`config.mk`:
```
export PLATFORM = sky130hd
export DESIGN_NAME = parking_gap_scanner
export DESIGN_NICKNAME = d
export VERILOG_FILES = /design/src/sv/pgs_pkg.sv /design/src/sv/parking_gap_scanner.sv
export SDC_FILE = /design/constraint.sdc
export NUM_CORES = 1
export LEC_CHECK = 0
export BUFFER_PORTS_ARGS = -buffer_cell sky130_fd_sc_hd__buf_2
export CAP_MARGIN = 20
export CORE_ASPECT_RATIO = 1.4
export CORE_MARGIN = 5
export CORE_UTILIZATION = 55
export DETAILED_ROUTE_END_ITERATION = 10
export GPL_TIMING_DRIVEN = 0
export HOLD_SLACK_MARGIN = 0.08
export PLACE_DENSITY = 0.8
export SLEW_MARGIN = 20
export SYNTH_ARGS = -nofsm -noshare
export SYNTH_HDL_FRONTEND = slang
export SYNTH_SLANG_ARGS = --single-unit
```
`constraint.sdc`:
```
create_clock -name i_clk -period 9.8 [get_ports i_clk]
set_input_delay 1.47 -clock i_clk [delete_from_list [all_inputs] [get_ports i_clk]]
set_output_delay 1.47 -clock i_clk [all_outputs]
set_load 0.02 [all_outputs]
```
`src/sv/pgs_pkg.sv`:
```
// Package for the parking gap scanner: phase codes, status codes, register indexes, helpers.
package pgs_pkg;

    typedef enum logic [2:0] {
        PH_IDLE    = 3'd0,
        PH_SEEK    = 3'd1,
        PH_MEASURE = 3'd2,
        PH_JUDGE   = 3'd3,
        PH_FOUND   = 3'd4,
        PH_FAIL    = 3'd5
    } t_phase;

    typedef enum logic [1:0] {
        ST_BUSY  = 2'd0,
        ST_FOUND = 2'd1,
        ST_FAIL  = 2'd2
    } t_status;

    typedef enum logic [2:0] {
        CFG_TICK_MS    = 3'd0,
        CFG_MIN_GAP    = 3'd1,
        CFG_CAR_LENGTH = 3'd2,
        CFG_MAX_SCAN   = 3'd3,
        CFG_SLOT_WIDTH = 3'd4
    } t_cfg_idx;

    localparam int IN_BYTES  = 11;
    localparam int OUT_BYTES = 13;
    localparam int CFG_W     = 31;

    localparam logic [9:0]  TICK_MS_RST    = 10'd10;
    localparam logic [26:0] MIN_GAP_RST    = 27'd6000000;
    localparam logic [26:0] CAR_LENGTH_RST = 27'd4500000;
    localparam logic [30:0] MAX_SCAN_RST   = 31'd12000000;
    localparam logic [16:0] SLOT_WIDTH_RST = 17'd2500;

    localparam logic signed [31:0] S32_MAX = 32'sh7FFF_FFFF;
    localparam logic signed [31:0] S32_MIN = 32'sh8000_0000;

    // clamp a 33-bit signed sum to the signed 32-bit range
    function automatic logic signed [31:0] sat33(input logic signed [32:0] v);
        logic signed [31:0] r;
        if (v[32] != v[31]) begin
            r = v[32] ? S32_MIN : S32_MAX;
        end else begin
            r = v[31:0];
        end
        return r;
    endfunction

endpackage

```
`src/sv/parking_gap_scanner.sv`:
```
// Parking gap scanner: odometry integration and gap search state machine.
//
//  channel  | dir | fields (low bit up)
//  s_axis   | in  | start_req[0] speed_mm_s[16:1] detected[17] pos_x_mm[49:18] pos_y_mm[81:50]
//  m_axis   | out | status[1:0] spot_length_um[33:2] spot_x_mm[65:34] spot_y_mm[97:66]
//  cfg      | in  | wr_en, addr 0..4, data 31 bits
//
// One transaction per cycle sustained while m_axis is not stalled; each result passes
// through the input register, which holds speed times tick period, and the result register.
// The scan step is combinational between the two, so state is updated per transaction in order.
// Synchronous active-low reset clears scan state and loads register defaults.
// A stalled result register holds the input stage; s_axis tready drops only when that happens.
module parking_gap_scanner
    import pgs_pkg::*;
(
    input  logic                     i_clk,
    input  logic                     i_rst_n,
    input  logic                     i_s_axis_tvalid,
    output logic                     o_s_axis_tready,
    // start_req, speed_mm_s, detected, pos_x_mm, pos_y_mm, zero pad
    input  logic [IN_BYTES*8-1:0]    i_s_axis_tdata,
    output logic                     o_m_axis_tvalid,
    input  logic                     i_m_axis_tready,
    // status, spot_length_um, spot_x_mm, spot_y_mm, zero pad
    output logic [OUT_BYTES*8-1:0]   o_m_axis_tdata,
    input  logic                     i_cfg_wr_en,
    input  logic [2:0]               i_cfg_addr,
    input  logic [CFG_W-1:0]         i_cfg_wdata
);

    logic [9:0]  r_tick_ms;
    logic [26:0] r_min_gap;
    logic [26:0] r_car_len;
    logic [30:0] r_max_scan;
    logic [16:0] r_slot_w;

    logic                r_in_valid;
    logic                r_start;
    logic                r_det;
    logic signed [26:0]  r_step;
    logic signed [31:0]  r_px;
    logic signed [31:0]  r_py;

    t_phase              r_phase, n_phase;
    logic signed [31:0]  r_trav, n_trav;
    logic signed [31:0]  r_gap, n_gap;
    logic signed [31:0]  r_mark_x, n_mark_x;
    logic signed [31:0]  r_mark_y, n_mark_y;

    logic                r_out_valid;
    t_status             r_status, n_status;
    logic signed [31:0]  r_len, n_len;
    logic signed [31:0]  r_spot_y, n_spot_y;

    logic                w_adv;
    logic                w_in_acc;
    logic                w_step;
    logic signed [15:0]  w_speed;
    logic signed [26:0]  w_mul;
    t_phase              w_ph0;
    logic signed [31:0]  w_trav0;
    logic signed [31:0]  w_gap0;
    logic                w_gap_min;

    assign w_adv           = !r_out_valid || i_m_axis_tready;
    assign o_s_axis_tready = !r_in_valid || w_adv;
    assign w_in_acc        = i_s_axis_tvalid && o_s_axis_tready;
    assign w_step          = r_in_valid && w_adv;

    assign w_speed = i_s_axis_tdata[16:1];
    assign w_mul   = w_speed * $signed({1'b0, r_tick_ms});

    always_ff @(posedge i_clk) begin
        if (!i_rst_n) begin
            r_tick_ms  <= TICK_MS_RST;
            r_min_gap  <= MIN_GAP_RST;
            r_car_len  <= CAR_LENGTH_RST;
            r_max_scan <= MAX_SCAN_RST;
            r_slot_w   <= SLOT_WIDTH_RST;
        end else if (i_cfg_wr_en) begin
            case (t_cfg_idx'(i_cfg_addr))
                CFG_TICK_MS:    r_tick_ms  <= i_cfg_wdata[9:0];
                CFG_MIN_GAP:    r_min_gap  <= i_cfg_wdata[26:0];
                CFG_CAR_LENGTH: r_car_len  <= i_cfg_wdata[26:0];
                CFG_MAX_SCAN:   r_max_scan <= i_cfg_wdata[30:0];
                CFG_SLOT_WIDTH: r_slot_w   <= i_cfg_wdata[16:0];
                default: ;
            endcase
        end
    end

    always_ff @(posedge i_clk) begin
        if (!i_rst_n) begin
            r_in_valid <= 1'b0;
        end else if (o_s_axis_tready) begin
            r_in_valid <= i_s_axis_tvalid;
        end
    end

    always_ff @(posedge i_clk) begin
        if (w_in_acc) begin
            r_start <= i_s_axis_tdata[0];
            r_step  <= w_mul;
            r_det   <= i_s_axis_tdata[17];
            r_px    <= i_s_axis_tdata[49:18];
            r_py    <= i_s_axis_tdata[81:50];
        end
    end

    // scan step
    always_comb begin
        w_ph0   = r_start ? PH_IDLE : r_phase;
        w_trav0 = r_start ? 32'sd0 : r_trav;
        w_gap0  = r_start ? 32'sd0 : r_gap;

        n_trav   = sat33(33'(w_trav0) + 33'(r_step));
        n_gap    = w_gap0;
        n_mark_x = r_mark_x;
        n_mark_y = r_mark_y;
        n_status = ST_BUSY;
        n_phase  = w_ph0;
        w_gap_min = w_gap0 >= $signed({5'd0, r_min_gap});

        if (n_trav >= $signed({1'b0, r_max_scan})) begin
            n_phase = PH_FAIL;
        end

        case (n_phase)
            PH_FAIL: begin
                n_status = ST_FAIL;
            end
            PH_SEEK: begin
                if (!r_det) begin
                    n_mark_x = r_px;
                    n_mark_y = r_py;
                    n_phase  = PH_MEASURE;
                end
            end
            PH_MEASURE: begin
                if (r_det || w_gap_min) begin
                    n_phase = PH_JUDGE;
                end
                n_gap = sat33(33'(w_gap0) + 33'(r_step));
            end
            PH_JUDGE: begin
                if (r_det && (w_gap0 <= $signed({5'd0, r_car_len}))) begin
                    n_phase = PH_SEEK;
                end else if (r_det || w_gap_min) begin
                    n_phase  = PH_FOUND;
                    n_status = ST_FOUND;
                end else begin
                    n_phase = PH_IDLE;
                end
            end
            PH_FOUND: begin
                n_status = ST_FOUND;
            end
            default: begin
                n_gap   = 32'sd0;
                n_trav  = 32'sd0;
                n_phase = PH_SEEK;
            end
        endcase

        n_len    = (n_status == ST_FOUND) ? n_gap : 32'sd0;
        n_spot_y = sat33(33'(n_mark_y) - $signed({17'd0, r_slot_w[16:1]}));
    end

    always_ff @(posedge i_clk) begin
        if (!i_rst_n) begin
            r_phase  <= PH_IDLE;
            r_trav   <= 32'sd0;
            r_gap    <= 32'sd0;
            r_mark_x <= 32'sd0;
            r_mark_y <= 32'sd0;
        end else if (w_step) begin
            r_phase  <= n_phase;
            r_trav   <= n_trav;
            r_gap    <= n_gap;
            r_mark_x <= n_mark_x;
            r_mark_y <= n_mark_y;
        end
    end

    always_ff @(posedge i_clk) begin
        if (!i_rst_n) begin
            r_out_valid <= 1'b0;
        end else if (w_adv) begin
            r_out_valid <= r_in_valid;
        end
    end

    always_ff @(posedge i_clk) begin
        if (w_step) begin
            r_status <= n_status;
            r_len    <= n_len;
            r_spot_y <= n_spot_y;
        end
    end

    assign o_m_axis_tvalid = r_out_valid;
    assign o_m_axis_tdata  = {6'd0, r_spot_y, r_mark_x, r_len, r_status};

`ifndef NO_ASSERTIONS
    a_stall_holds_state: assert property (@(posedge i_clk) disable iff (!i_rst_n)
        (r_in_valid && !w_adv) |=> ($stable(r_phase) && $stable(r_trav) && $stable(r_gap)))
        else $error("scan state changed while result stalled");

    a_len_zero: assert property (@(posedge i_clk) disable iff (!i_rst_n)
        (r_out_valid && r_status != ST_FOUND) |-> (r_len == 32'sd0))
        else $error("spot length nonzero without found status");

    a_found_phase: assert property (@(posedge i_clk) disable iff (!i_rst_n)
        (r_out_valid && r_status == ST_FOUND) |-> (r_phase == PH_FOUND))
        else $error("found status without found phase");

    a_fail_phase: assert property (@(posedge i_clk) disable iff (!i_rst_n)
        (r_out_valid && r_status == ST_FAIL) |-> (r_phase == PH_FAIL))
        else $error("fail status without fail phase");
`endif

endmodule

```
==> results.json <==
{
  "run_status": "finished, final reports clean",
  "area_growth_syn_to_layout_pct": 14.2,
  "timing.final.ws_setup_ns": 0.249,
  "postRouteWirelength_mm": 81.7,
  "via_count": 23600,
  "postSynthAreaPerCell_sq_um": 9.05,
  "h-tree-depth": 2,
  "worstHoldEndpoint": "r_gap[25]",
  "cts_buffers": 42,
  "layout-drive-gt1-share": 0.124,
  "floorplan.die.height_microns": 277,
  "area.sequential_sq_um": 9660,
  "crit_path_max_fanout": 10,
  "overflow": 0,
  "pin_count_of_the_biggest_net_entering_global_routing": 53,
  "dp_hpwl_mm": 63.1,
  "hold_start": "r_gap[25]",
  "syn_inst": 3096,
  "multi_input_area_sq_um": 16900,
  "initial_utilization": 0.552,
  "regToRegEndpoint": "r_spot_y[29]",
  "yosys_warnings": 0,
  "vias_per_cell": 5.79,
  "design.portCount": 233,
  "share_of_async_settable_or_async_resettable_flops_after_synthesis": 0,
  "period_minus_slack_ns": 9.55,
  "power.density_nw_per_um2": 210,
  "fp.dieW_microns": 201,
  "timing_worst_setup_path_type": "register to register",
  "worst_pin_slew_ns": 1.18,
  "remaining_drc_errors": 0,
  "root_buffer": "sky130_fd_sc_hd__clkbuf_16",
  "total_number_of_nets_in_the_final_design": 3887,
  "first_global_vias": 23400,
  "cts_tree": "yes",
  "gpl_wtd_cong": 0.983,
  "layout_common_cells": "sky130_fd_sc_hd__nand2_1 (542), sky130_fd_sc_hd__inv_1 (292), sky130_fd_sc_hd__dfxtp_1 (244)",
  "synth-main-ff-cell": "sky130_fd_sc_hd__dfxtp_1",
  "worst_r2r_startpoint": "r_start",
  "timing.reg2reg.worst_path_depth": 46,
  "drt_iter0_markers": 1792,
  "leakagePower_nw": 13.7,
  "worstHoldPathCells": 2,
  "relSlewSlack": 0.214,
  "drt-wirelength-per-cell_microns": 20.1,
  "global_route_usage_over_all_layers": 0.282,
  "numPortBuffers": 205,
  "holdBufCountCts": 0,
  "initial_antenna_violation_count": 8,
  "power_mw": 6.72,
  "required_ns": 10.10,
  "design.die.area_sq_um": 55600,
  "first_pass_grt_wire_length_mm": 126,
  "slew_violations": 0,
  "post_synth_num_cell_types": 82,
  "layout.cells.non_filler": 4072,
  "clk_pin_slew_worst_paths_ns": 0.07,
  "design.core.area_sq_um": 50800,
  "layout_worst_path_cycle_share": 0.975,
  "regToRegSetupSlack_ns": 0.25,
  "timing.max_cap.violations": 0,
  "syn-cell-area_sq_um": 28000,
  "fin_worst_skew_ns": 0.0342,
  "n_fill_cell": 4276,
  "insertion_delay_ns": 0.59,
  "synth_enable_flop_cells": 159,
  "clock_path_buffers": 3,
  "max_stage_delay_ns": 0.57,
  "setup_viol": 0,
  "end_kind": "register",
  "max_clock_freq_mhz": 105,
  "drt.antenna.violating_nets": 0,
  "placed_cells": 3958,
  "detailedRoute.firstPassIterationCount": 6,
  "crit_path_top_delay_cell": "sky130_fd_sc_hd__or4_4",
  "cp.arrival_ns": 9.85,
  "placement_rows": 98,
  "count_of_clock_tree_sinks": 403,
  "yosysSeqAreaShare": 0.345,
  "layout.cells.most_common": "sky130_fd_sc_hd__nand2_1",
  "ys_seq_elements": 403,
  "vdd.ir_drop.worst_mv": 0.155,
  "class_of_the_most_critical_hold_timing_path": "register to register",
  "critPathLaunchType": "register",
  "final_count_of_hold_timing_violations": 0,
  "pre_cts_worst_setup_slack_ns": -3.11
}
[repair_timing]
action / in CTS / in global routing
setup endpoints to repair: 92 / 31
endpoints found under the hold margin: 0 / 0
pin swaps: 12 / 23
setup buffers: 12 / 22
resized for setup: 59 / 46
cloned: 0 / 1
[routing by layer]
metal / track usage / up-vias / routed length (microns)
met1: 0.343 / 11300 / 31800
met5: 0 / - / 13
met4: 0.147 / 2 / 4860
met2: 0.488 / 897 / 39600
li1: - / 11100 / -
met3: 0.0395 / 228 / 5370
[kinds of logic (layout without fill, tap and decap cells)]
family	count (synthesis)	after routing	share of synthesized area
buf+inv	445	761	0.0616
compound gates	729	729	0.180
mux	19	19	0.00692
simple gates	1022	1022	0.168
fa+ha+maj	376	376	0.208
xor+xnor	101	101	0.0316
flops	403	403	0.345
other cells	1	11	0.000134
[per-stage QoR]
stage	setup TNS, ns	hold slack, ns	instance area [sq um]	util
2_1_floorplan	0	0.417	28100	-
3_3_place_gp	-108.25	0.428	29900	0.589
3_5_place_dp	-96.08	0.444	30000	0.590
4_1_cts	0	0.454	31700	0.624
5_1_grt	-0.0637	0.479	32000	0.631
6_report	0	0.454	32000	0.631
[report_power, final]
group	leakage, nW	total [mW]	internal, mW	switching, mW
Combinational	9.50	2.96	1.17	1.79
Clock	0.672	1.64	0.926	0.710
Sequential	3.49	2.13	1.98	0.144
[layout make-up]
type,instances,area share
timing repair buffer,242,0.0420
clock inverter,21,0.00719
buffer,148,0.0239
antenna,5,0.000391
multi-input combinational,2253,0.529
clock buffer,56,0.0364
inverter,294,0.0345
sequential,403,0.302
tap,650,0.0254
[state kept, by name (all words and copies together), names as in the netlist, 27 cells and up]
register    cells
r_gap          32
r_len          32
r_mark_x       32
r_mark_y       32
r_px           32
r_py           32
r_spot_y       32
r_trav         32
r_max_scan     31
r_car_len      27
r_min_gap      27
r_step         27
[cells in the mapped netlist (15+ instances only)]
library cell	n	area (sq um)
sky130_fd_sc_hd__xnor2_1	66	578
sky130_fd_sc_hd__ha_1	228	2850
sky130_fd_sc_hd__a221o_1	27	270
sky130_fd_sc_hd__a21o_1	55	413
sky130_fd_sc_hd__edfxtp_1	159	4770
sky130_fd_sc_hd__nand2b_1	22	138
sky130_fd_sc_hd__nor2_1	109	409
sky130_fd_sc_hd__dfxtp_1	244	4880
sky130_fd_sc_hd__a21oi_1	104	521
sky130_fd_sc_hd__nand3_1	38	190
sky130_fd_sc_hd__nor2b_1	73	457
sky130_fd_sc_hd__and2_1	108	676
sky130_fd_sc_hd__o211ai_1	43	323
sky130_fd_sc_hd__clkbuf_1	132	495
sky130_fd_sc_hd__nor3_1	36	180
sky130_fd_sc_hd__mux2i_1	16	160
sky130_fd_sc_hd__fa_1	148	2960
sky130_fd_sc_hd__o21ai_0	135	676
sky130_fd_sc_hd__or2_2	18	113
sky130_fd_sc_hd__a21boi_0	166	1250
sky130_fd_sc_hd__a31oi_1	30	188
sky130_fd_sc_hd__nand2_1	546	2050
sky130_fd_sc_hd__and3_1	15	93.8
sky130_fd_sc_hd__xor2_1	35	307
sky130_fd_sc_hd__o21a_1	37	278
sky130_fd_sc_hd__inv_1	293	1100
[critical path: cells and delay by family (launching register included)]
kind | cells | cell delay, ns
AOI/OAI and AO/OA | 19 | 3.87
buffers and inverters | 10 | 1.49
and+or+nand+nor | 12 | 2.15
adders and majority gates | 5 | 1.18
DFF | 1 | 0.50
[worst max-delay path by stage]
stage | depth (start not counted) | startpoint | endpoint
after global routing | 45 | r_start | r_spot_y[29]
after detailed placement | 45 | r_start | r_spot_y[29]
final | 46 | r_start | r_spot_y[29]
after CTS | 45 | r_start | r_spot_y[29]
after floorplan | 46 | r_start | r_spot_y[23]
after global placement | 45 | r_start | r_spot_y[29]
Power figures use the tool's default switching activity.
